===== config.mk =====
export PLATFORM = sky130hd
export DESIGN_NAME = cpra_step
export DESIGN_NICKNAME = d
export VERILOG_FILES = /design/src/rtl/cpra_pkg.sv /design/src/rtl/cpra_step.sv
export SDC_FILE = /design/constraint.sdc
export NUM_CORES = 1
export LEC_CHECK = 0
export BUFFER_PORTS_ARGS = -buffer_cell sky130_fd_sc_hd__buf_2
export CAP_MARGIN = 40
export CORE_ASPECT_RATIO = 2
export CORE_MARGIN = 5
export CORE_UTILIZATION = 27
export DETAILED_ROUTE_END_ITERATION = 10
export PLACE_DENSITY = 0.72
export RECOVER_POWER = 50
export SLEW_MARGIN = 5
export SYNTH_ARGS = -nofsm -noshare
export SYNTH_HDL_FRONTEND = slang
export SYNTH_SLANG_ARGS = --single-unit

===== constraint.sdc =====
create_clock -name vclk -period 3.8
set_input_delay 0.19 -clock vclk [all_inputs]
set_output_delay 0.19 -clock vclk [all_outputs]
set_load 0.01 [all_outputs]

===== src/rtl/cpra_pkg.sv =====
`timescale 1ns / 1ps

package cpra_pkg;

    localparam int PAGES_DEF    = 4096;
    localparam int REF_BITS_DEF = 8;
    localparam int SCAN_LIMIT   = 128 * 1024 / 4;

    localparam int FUNC_W  = 1;
    localparam int PAGE_W  = 12;
    localparam int RUN_W   = 13;
    localparam int VALUE_W = 8;

    localparam int S_TDATA_W = 48;
    localparam int M_TDATA_W = 16;

    localparam logic [FUNC_W-1:0] FUNC_ALLOC = 1'b0;
    localparam logic [FUNC_W-1:0] FUNC_WRITE = 1'b1;

    typedef struct packed {
        logic in_table;
        logic page_free;
        logic run_done;
        logic past_limit;
        logic last_page;
    } step_flags_t;

endpackage


===== src/rtl/cpra_step.sv =====
`timescale 1ns / 1ps

module cpra_step #(
    parameter int PAGES    = cpra_pkg::PAGES_DEF,
    parameter int REF_BITS = cpra_pkg::REF_BITS_DEF,
    parameter int PTR_W    = 13
) (
    input  logic [PTR_W-1:0]           ptr,
    input  logic [PTR_W-1:0]           cand,
    input  logic [cpra_pkg::RUN_W-1:0] cnt,
    input  logic [cpra_pkg::RUN_W-1:0] target,
    input  logic [REF_BITS-1:0]        data,
    output logic [PTR_W-1:0]           ptr_inc,
    output logic [cpra_pkg::RUN_W-1:0] cnt_inc,
    output logic [REF_BITS-1:0]        data_inc,
    output cpra_pkg::step_flags_t      flags
);

    import cpra_pkg::*;

    localparam int SCAN_END = (PAGES < SCAN_LIMIT) ? PAGES : SCAN_LIMIT;
    localparam logic [REF_BITS-1:0] REF_MAX = {REF_BITS{1'b1}};

    logic [RUN_W:0] cnt_sum;

    assign ptr_inc  = ptr + PTR_W'(1);
    assign cnt_sum  = {1'b0, cnt} + (RUN_W + 1)'(1);
    assign cnt_inc  = cnt_sum[RUN_W-1:0];
    assign data_inc = (data == REF_MAX) ? data : data + REF_BITS'(1);

    always_comb
    begin
        flags.in_table   = (ptr < PTR_W'(PAGES));
        flags.page_free  = flags.in_table && (data == '0);
        flags.run_done   = (cnt_sum == {1'b0, target});
        flags.past_limit = (cand >= PTR_W'(SCAN_END));
        flags.last_page  = (ptr == PTR_W'(PAGES - 1));
    end

endmodule


; Word-level counts from Yosys, hierarchy flattened
; Cells that the tools add are included.
[word_totals]
in_bits = 60
reg_bits = 0
elab_cells = 11
output_inout_bits = 39
[classes]
magnitude_cmp = 2
reduce_logical = 2
mux = 1
n_eq_ne = 3
n_addsub = 3
[op_table]
columns = op, n
row1 = "adder 13 x 1 -> 14 bit, second input constant", 1
row2 = == test 14 x 13 -> 1 bit, 1
row3 = "adder 13 x 1 -> 13 bit, second input constant", 1
row4 = "== test 13 x 12 -> 1 bit, second input constant", 1
row5 = "greater-or-equal comparator 13 bit, second input constant", 1
row6 = "less-than comparator 13 bit, second input constant", 1
row7 = "adder 8 x 1 -> 8 bit, second input constant", 1
row8 = "== test 8 bit, second input constant", 1
row9 = zero test 8 bit, 1
row10 = two-way mux 8 bit, 1
row11 = logical AND 1 bit, 1

; Logic depth before layout (Yosys ltp)
; Gate-level depths: netlist (run 1).
[logic_depth]
depth_word = 2
ltp_mapped = 7

; Least setup slack after synthesis (run 1)
; OpenSTA, ideal clock, no wires.
[synth_path]
path_type = input to output
start = in cnt[0] in the netlist's numbering
end = out flags[2] in the netlist's numbering
arrival_ns = 1.567
required_ns = 3.610
cell_stages = 7
path_slack_ns = 2.043
cell_sequence = ha_1 > xor2_1 > xor2_1 > nor4_1 > o311a_1 > nand4_1 > nor4_2
[synth_rtl]
columns = element, line_no
row1 = start: declaration, cpra_step.sv:10  ; input logic [cpra_pkg::RUN_W-1:0] cnt,
row2 = end: declaration, cpra_step.sv:16  ; output cpra_pkg::step_flags_t flags

==> results.json, run 1 <==
{
  "class_of_the_most_critical_setup_path": "in2out",
  "worst-path-max-fanout": 5,
  "detail-route-antenna-nets": 0,
  "ios": 99,
  "n_antenna_cell": 0,
  "io_buffers": 85,
  "maxCapViolCount": 0,
  "grt_pass1_wl_um": 5800,
  "hpwl_um": 3050,
  "power.switching_mw": 0.0820,
  "final_nets": 292,
  "share_comb_of_total_power_pct": 100.0,
  "die-area_mm2": 0.00519,
  "setup_tns_ps": 0,
  "clkPwrFrac_pct": 0,
  "fin_crit_sh_pct": 57.8,
  "grt_setup_unrepaired": "no",
  "drc_errors": 0,
  "start_kind": "primary input",
  "global_route.usage.total_pct": 13.4,
  "run_status": "completed",
  "routed-via-count": 1315,
  "routed_wire_length_per_instance_um": 12.4,
  "initial_cell_density_of_the_core_pct": 28.0,
  "timing.slew.headroom_pct": 69.6,
  "setup_viol": 0,
  "crit_arrival_ps": 2010,
  "routed_wirelength_um": 3410,
  "layout.clock_buffers": 0,
  "postLayoutSetupSlackWorst_ps": 1600,
  "syn-mean-instance-area_um2": 6.95,
  "pd_cells_mw_per_mm2": 103,
  "maxClockFrequency_mhz": 455,
  "drt_first_pass_iters": 4,
  "cts.repair_timing.setup_buffer_count": 0,
  "n_fill_cell": 433,
  "grt_max_degree": 11,
  "netSwitchingFraction_pct": 56.0,
  "holdCritPathClass": "in2out",
  "period_needed_ps": 2200,
  "worst_setup_path_startpoint": "cnt[0]",
  "critPathRequiredTime_ps": 3610,
  "finalMaxSlewViolations": 0,
  "synth_net_count": 211,
  "setup.worst_path.end_class": "primary output",
  "cts-resized-gates": 0,
  "most_frequent_cells_in_the_layout": "67 x buf_2, 23 x xnor2_1, 18 x clkbuf_1",
  "register_area_um2": 0,
  "internal_power_mw": 0.0645,
  "ys.warnings.count": 0,
  "grt-ovfl-total": 0,
  "routabilityCongestion": 0.942,
  "worst_ir_drop_vdd_mv": 0.0421,
  "final-hold-violation-count": 0,
  "post_drt_via_cell_ratio": 4.78,
  "post_synthesis_cell_area_mm2": 0.00102,
  "cellLeakagePower_nw": 0.664,
  "core_region_area_mm2": 0.00365,
  "minimum_setup_slack_after_placement_ps": 1630,
  "nFlopsAndLatches": 0,
  "layout-area-overhead-vs-synth_pct": 39.5,
  "drt_first_iter_violations": 23,
  "timing.hold.worst.start": "cand[12]",
  "synth_sequential_area_ratio_pct": 0,
  "core.rowCount": 31,
  "drive_above_1_share_pct": 33.2,
  "initial_antenna_violation_count": 0,
  "critical_path.endpoint": "flags[2]",
  "die_w_um": 53.5,
  "post_synth_inst_count": 147,
  "timing_worst_slew_pin_value_ps": 453,
  "postCtsHoldBufs": 0,
  "yosys.cell_types.count": 35,
  "seq_power_share_pct": 0,
  "floorplan.die.height_um": 97.0,
  "first_global_vias": 1361,
  "layout_commonest_cell": "buf_2"
}
==> Yosys cell counts <==
| cell type | n | area share (%) |
|---|---|---|
| o32ai_1 | 1 | 0.86 |
| clkbuf_1 | 1 | 0.37 |
| xor2_1 | 14 | 12 |
| nand2_1 | 12 | 4.4 |
| mux2i_1 | 2 | 2.0 |
| o311a_1 | 1 | 0.98 |
| a21oi_1 | 5 | 2.5 |
| bufbuf_8 | 1 | 1.8 |
| o21ai_0 | 6 | 2.9 |
| nand4_4 | 1 | 2.1 |
| and3_1 | 5 | 3.1 |
| xnor2_1 | 23 | 20 |
| or3_1 | 1 | 0.61 |
| a211oi_2 | 1 | 1.2 |
| and2b_1 | 2 | 1.5 |
| and3_2 | 1 | 0.74 |
| and4_1 | 3 | 2.6 |
| and4_2 | 1 | 0.98 |
| a211oi_1 | 1 | 0.74 |
| nand2b_1 | 2 | 1.2 |
| clkbuf_2 | 1 | 0.49 |
| nor2_1 | 9 | 3.3 |
| nor4_1 | 2 | 1.2 |
| nor2b_1 | 1 | 0.61 |
| nor3_1 | 4 | 2.0 |
| a221oi_2 | 1 | 1.5 |
| buf_6 | 3 | 3.3 |
| inv_1 | 9 | 3.3 |
| and3_4 | 1 | 1.1 |
| a31oi_1 | 4 | 2.5 |
| nor4_2 | 1 | 1.2 |
| nand4_1 | 6 | 3.7 |
| ha_1 | 4 | 4.9 |
| a31o_2 | 1 | 0.86 |
| nand3_1 | 16 | 7.8 |
==> stage by stage <==
stage	total power [mW]	hold WS (ps)	util (%)	instances	cell area, um2
final	0.147	380	39.1	275	1420
after global placement	0.149	380	39.7	275	1450
after floorplan	0.0829	424	-	147	1020
after detailed placement	0.151	380	39.7	275	1450
after global routing	0.163	380	39.1	275	1420
after CTS	0.152	380	39.7	275	1450
==> layer usage <==
| layer | vias to the layer above | global-route usage (%) | routed length (um) |
|---|---|---|---|
| met5 | - | 0 | 0 |
| met4 | 0 | 0.591 | 0 |
| met3 | 0 | 0.462 | 180 |
| met2 | 40 | 27.9 | 2040 |
| met1 | 593 | 14.0 | 1190 |
| li1 | 682 | - | - |
==> worst max-delay path, cell delays in order <==
cell and delay, ps:
clkbuf_1 190, ha_1 300, xor2_1 240, xor2_1 100, nor4_1 330, o311a_1 230, nand4_1 120, nor4_2 150
buf_2 170
==> how the worst min path moves through the flow <==
stage / endpoint / cells past startpoint / slack [ps]
floorplan: cnt_inc[0] / 1 / 420
global placement: flags[1] / 0 / 380
detailed placement: flags[1] / 0 / 380
CTS: flags[1] / 0 / 380
global route: flags[1] / 0 / 380
finish: flags[1] / 0 / 380
==> cell type report <==
type,count,area [um2],share of cell area (%)
inverter,9,33.8,2.37
tap,49,61.3,4.31
timing repair buffer,85,403,28.3
multi-input combinational,132,926,65.0
==> cell families (layout without fill, tap and decap cells) <==
family	count (synthesis)	count (layout)	share of synthesized area, %
compound gates	21	21	14.0
xor+xnor	37	37	31.7
fa+ha+maj	4	4	4.90
buf+inv	15	94	9.31
mux	2	2	1.96
simple gates	68	68	38.1
==> power groups by stage <==
stage | clock network [mW] | registers [mW] | logic (mW)
4_1_cts | 0 | 0 | 0.152
3_3_place_gp | 0 | 0 | 0.149
3_5_place_dp | 0 | 0 | 0.151
2_1_floorplan | 0 | 0 | 0.0829
5_1_grt | 0 | 0 | 0.163
6_report | 0 | 0 | 0.147
Power figures use the tool's default switching activity.
==> run 2, diff against run 1 <==
==> constraint.sdc (replaced) <==
create_clock -name vclk -period 2.3
set_input_delay 0.115 -clock vclk [all_inputs]
set_output_delay 0.115 -clock vclk [all_outputs]
set_load 0.01 [all_outputs]
==> run 2 against run 1 <==
Power is 66% higher. Global-route usage up 0.15 points. Flip-flop and latch count did not move. First-iteration DRC count is 52% lower. Worst hold slack got worse by 150 ps. Sequential share of layout area unchanged. Worst setup slack lost 1200 ps. Critical path depth unchanged. Design area stayed put. Largest power group unchanged. Non-clock buffer count did not move. Count of clock-buffer cells in the layout stayed put. Combinational power grew 66%.
==> results.json, run 2 (synthesized netlist as in run 1, its figures left out) <==
{
  "worstPathCellList": "buf_2, ha_1, xor2_1, xor2_1, nor4_1, o311a_1, nand4_1, nor4_2, buf_2",
  "initial_cell_density_of_the_core_pct": 28.0,
  "worst_path_largest_cell_delay_ps": 300,
  "critPathTopFamily": "simple AND/OR/NAND/NOR gates",
  "postCtsHoldBufs": 0,
  "pd_cells_mw_per_mm2": 171,
  "post_drt_via_cell_ratio": 4.96,
  "layout_commonest_cell": "buf_2",
  "holdCritPathClass": "in2out",
  "postLayoutSetupSlackWorst_ps": 434,
  "final-hold-violation-count": 0,
  "fin_crit_sh_pct": 81.1,
  "io_buffers": 85,
  "ios": 99,
  "critPathRequiredTime_ps": 2180,
  "finalMaxSlewViolations": 0,
  "hpwl_um": 3150,
  "fin_total_pwr_mw": 0.244,
  "floorplan.die.height_um": 97.0,
  "drt_first_pass_iters": 2,
  "setup.worst_path.end_class": "primary output",
  "maxCapViolCount": 0,
  "cellLeakagePower_nw": 0.664,
  "critical-path-slowest-cell": "nor4_1",
  "start_kind": "primary input",
  "class_of_the_most_critical_setup_path": "in2out",
  "worst_ir_drop_vdd_mv": 0.0733,
  "detail-route-antenna-nets": 0,
  "run_status": "completed",
  "core.rowCount": 31,
  "cp_num_buf_inv": 2,
  "maxClockFrequency_mhz": 536,
  "final_nets": 292,
  "setup_tns_ps": 0,
  "timing.slew.headroom_pct": 72.0,
  "worst-path-max-fanout": 5,
  "grt-ovfl-total": 0,
  "n_antenna_cell": 0,
  "grt_setup_unrepaired": "no",
  "layout-area-overhead-vs-synth_pct": 39.5,
  "crit_arrival_ps": 1750,
  "place.detailed.instances": 275,
  "layoutNonFillerInstCount": 275,
  "timing_worst_slew_pin_value_ps": 416,
  "cts.repair_timing.setup_buffer_count": 0,
  "grt_max_degree": 11,
  "die-area_mm2": 0.00519,
  "most_frequent_cells_in_the_layout": "67 x buf_2, 23 x xnor2_1, 18 x clkbuf_1",
  "layout.clock_buffers": 0,
  "first_global_vias": 1401,
  "routabilityCongestion": 0.895,
  "nFlopsAndLatches": 0,
  "die_w_um": 53.5,
  "drive_above_1_share_pct": 33.2,
  "grt_pass1_wl_um": 5810,
  "routed_wire_length_per_instance_um": 12.8,
  "setup_viol": 0,
  "drc_errors": 0,
  "global_route.usage.total_pct": 13.5,
  "minimum_setup_slack_after_placement_ps": 444,
  "period_needed_ps": 1870,
  "n_fill_cell": 443,
  "routed-via-count": 1363,
  "final.hold.worst_slack_ps": 230,
  "drt_first_iter_violations": 11,
  "cts-resized-gates": 0,
  "routed_wirelength_um": 3520,
  "initial_antenna_violation_count": 0,
  "core_region_area_mm2": 0.00365,
  "register_area_um2": 0
}
[run 2: cell counts in the layout (fill, tap and decap cells not counted)]
Identical to the previous run, type by type.
[run 2: path summary, 6_finish.rpt]
check / start / to / slack, ps / depth (start not counted)
hold / removal: cand[12] / flags[1] / 230 / 0
setup / recovery: cnt[0] / flags[2] / 430 / 9
[run 2: area by class of cell]
cell class                 instances  area [um2]  share of cell area [%]
multi-input combinational        132         926                    65.0
timing repair buffer              85         403                    28.3
tap                               49        61.3                    4.31
inverter                           9        33.8                    2.37
[run 2: stage by stage]
stage / area, um2 / utilization, %
CTS: 1450 / 39.7
global placement: 1450 / 39.7
floorplan: 1020 / -
finish: 1420 / 39.1
detailed placement: 1450 / 39.7
global route: 1420 / 39.1
[run 2: where the power goes]
| group | switching [mW] | internal [mW] | leakage (nW) |
|---|---|---|---|
| combinational | 0.137 | 0.106 | 0.664 |
| clock | 0 | 0 | 0 |
| sequential | 0 | 0 | 0 |
[run 2: per-layer routing]
metal | wire (um) | global-route usage [%] | vias to the layer above
met5 | 0 | 0 | -
met4 | 46 | 1.57 | 0
met3 | 201 | 1.08 | 4
met2 | 2080 | 28.1 | 38
met1 | 1200 | 13.4 | 633
li1 | - | - | 688
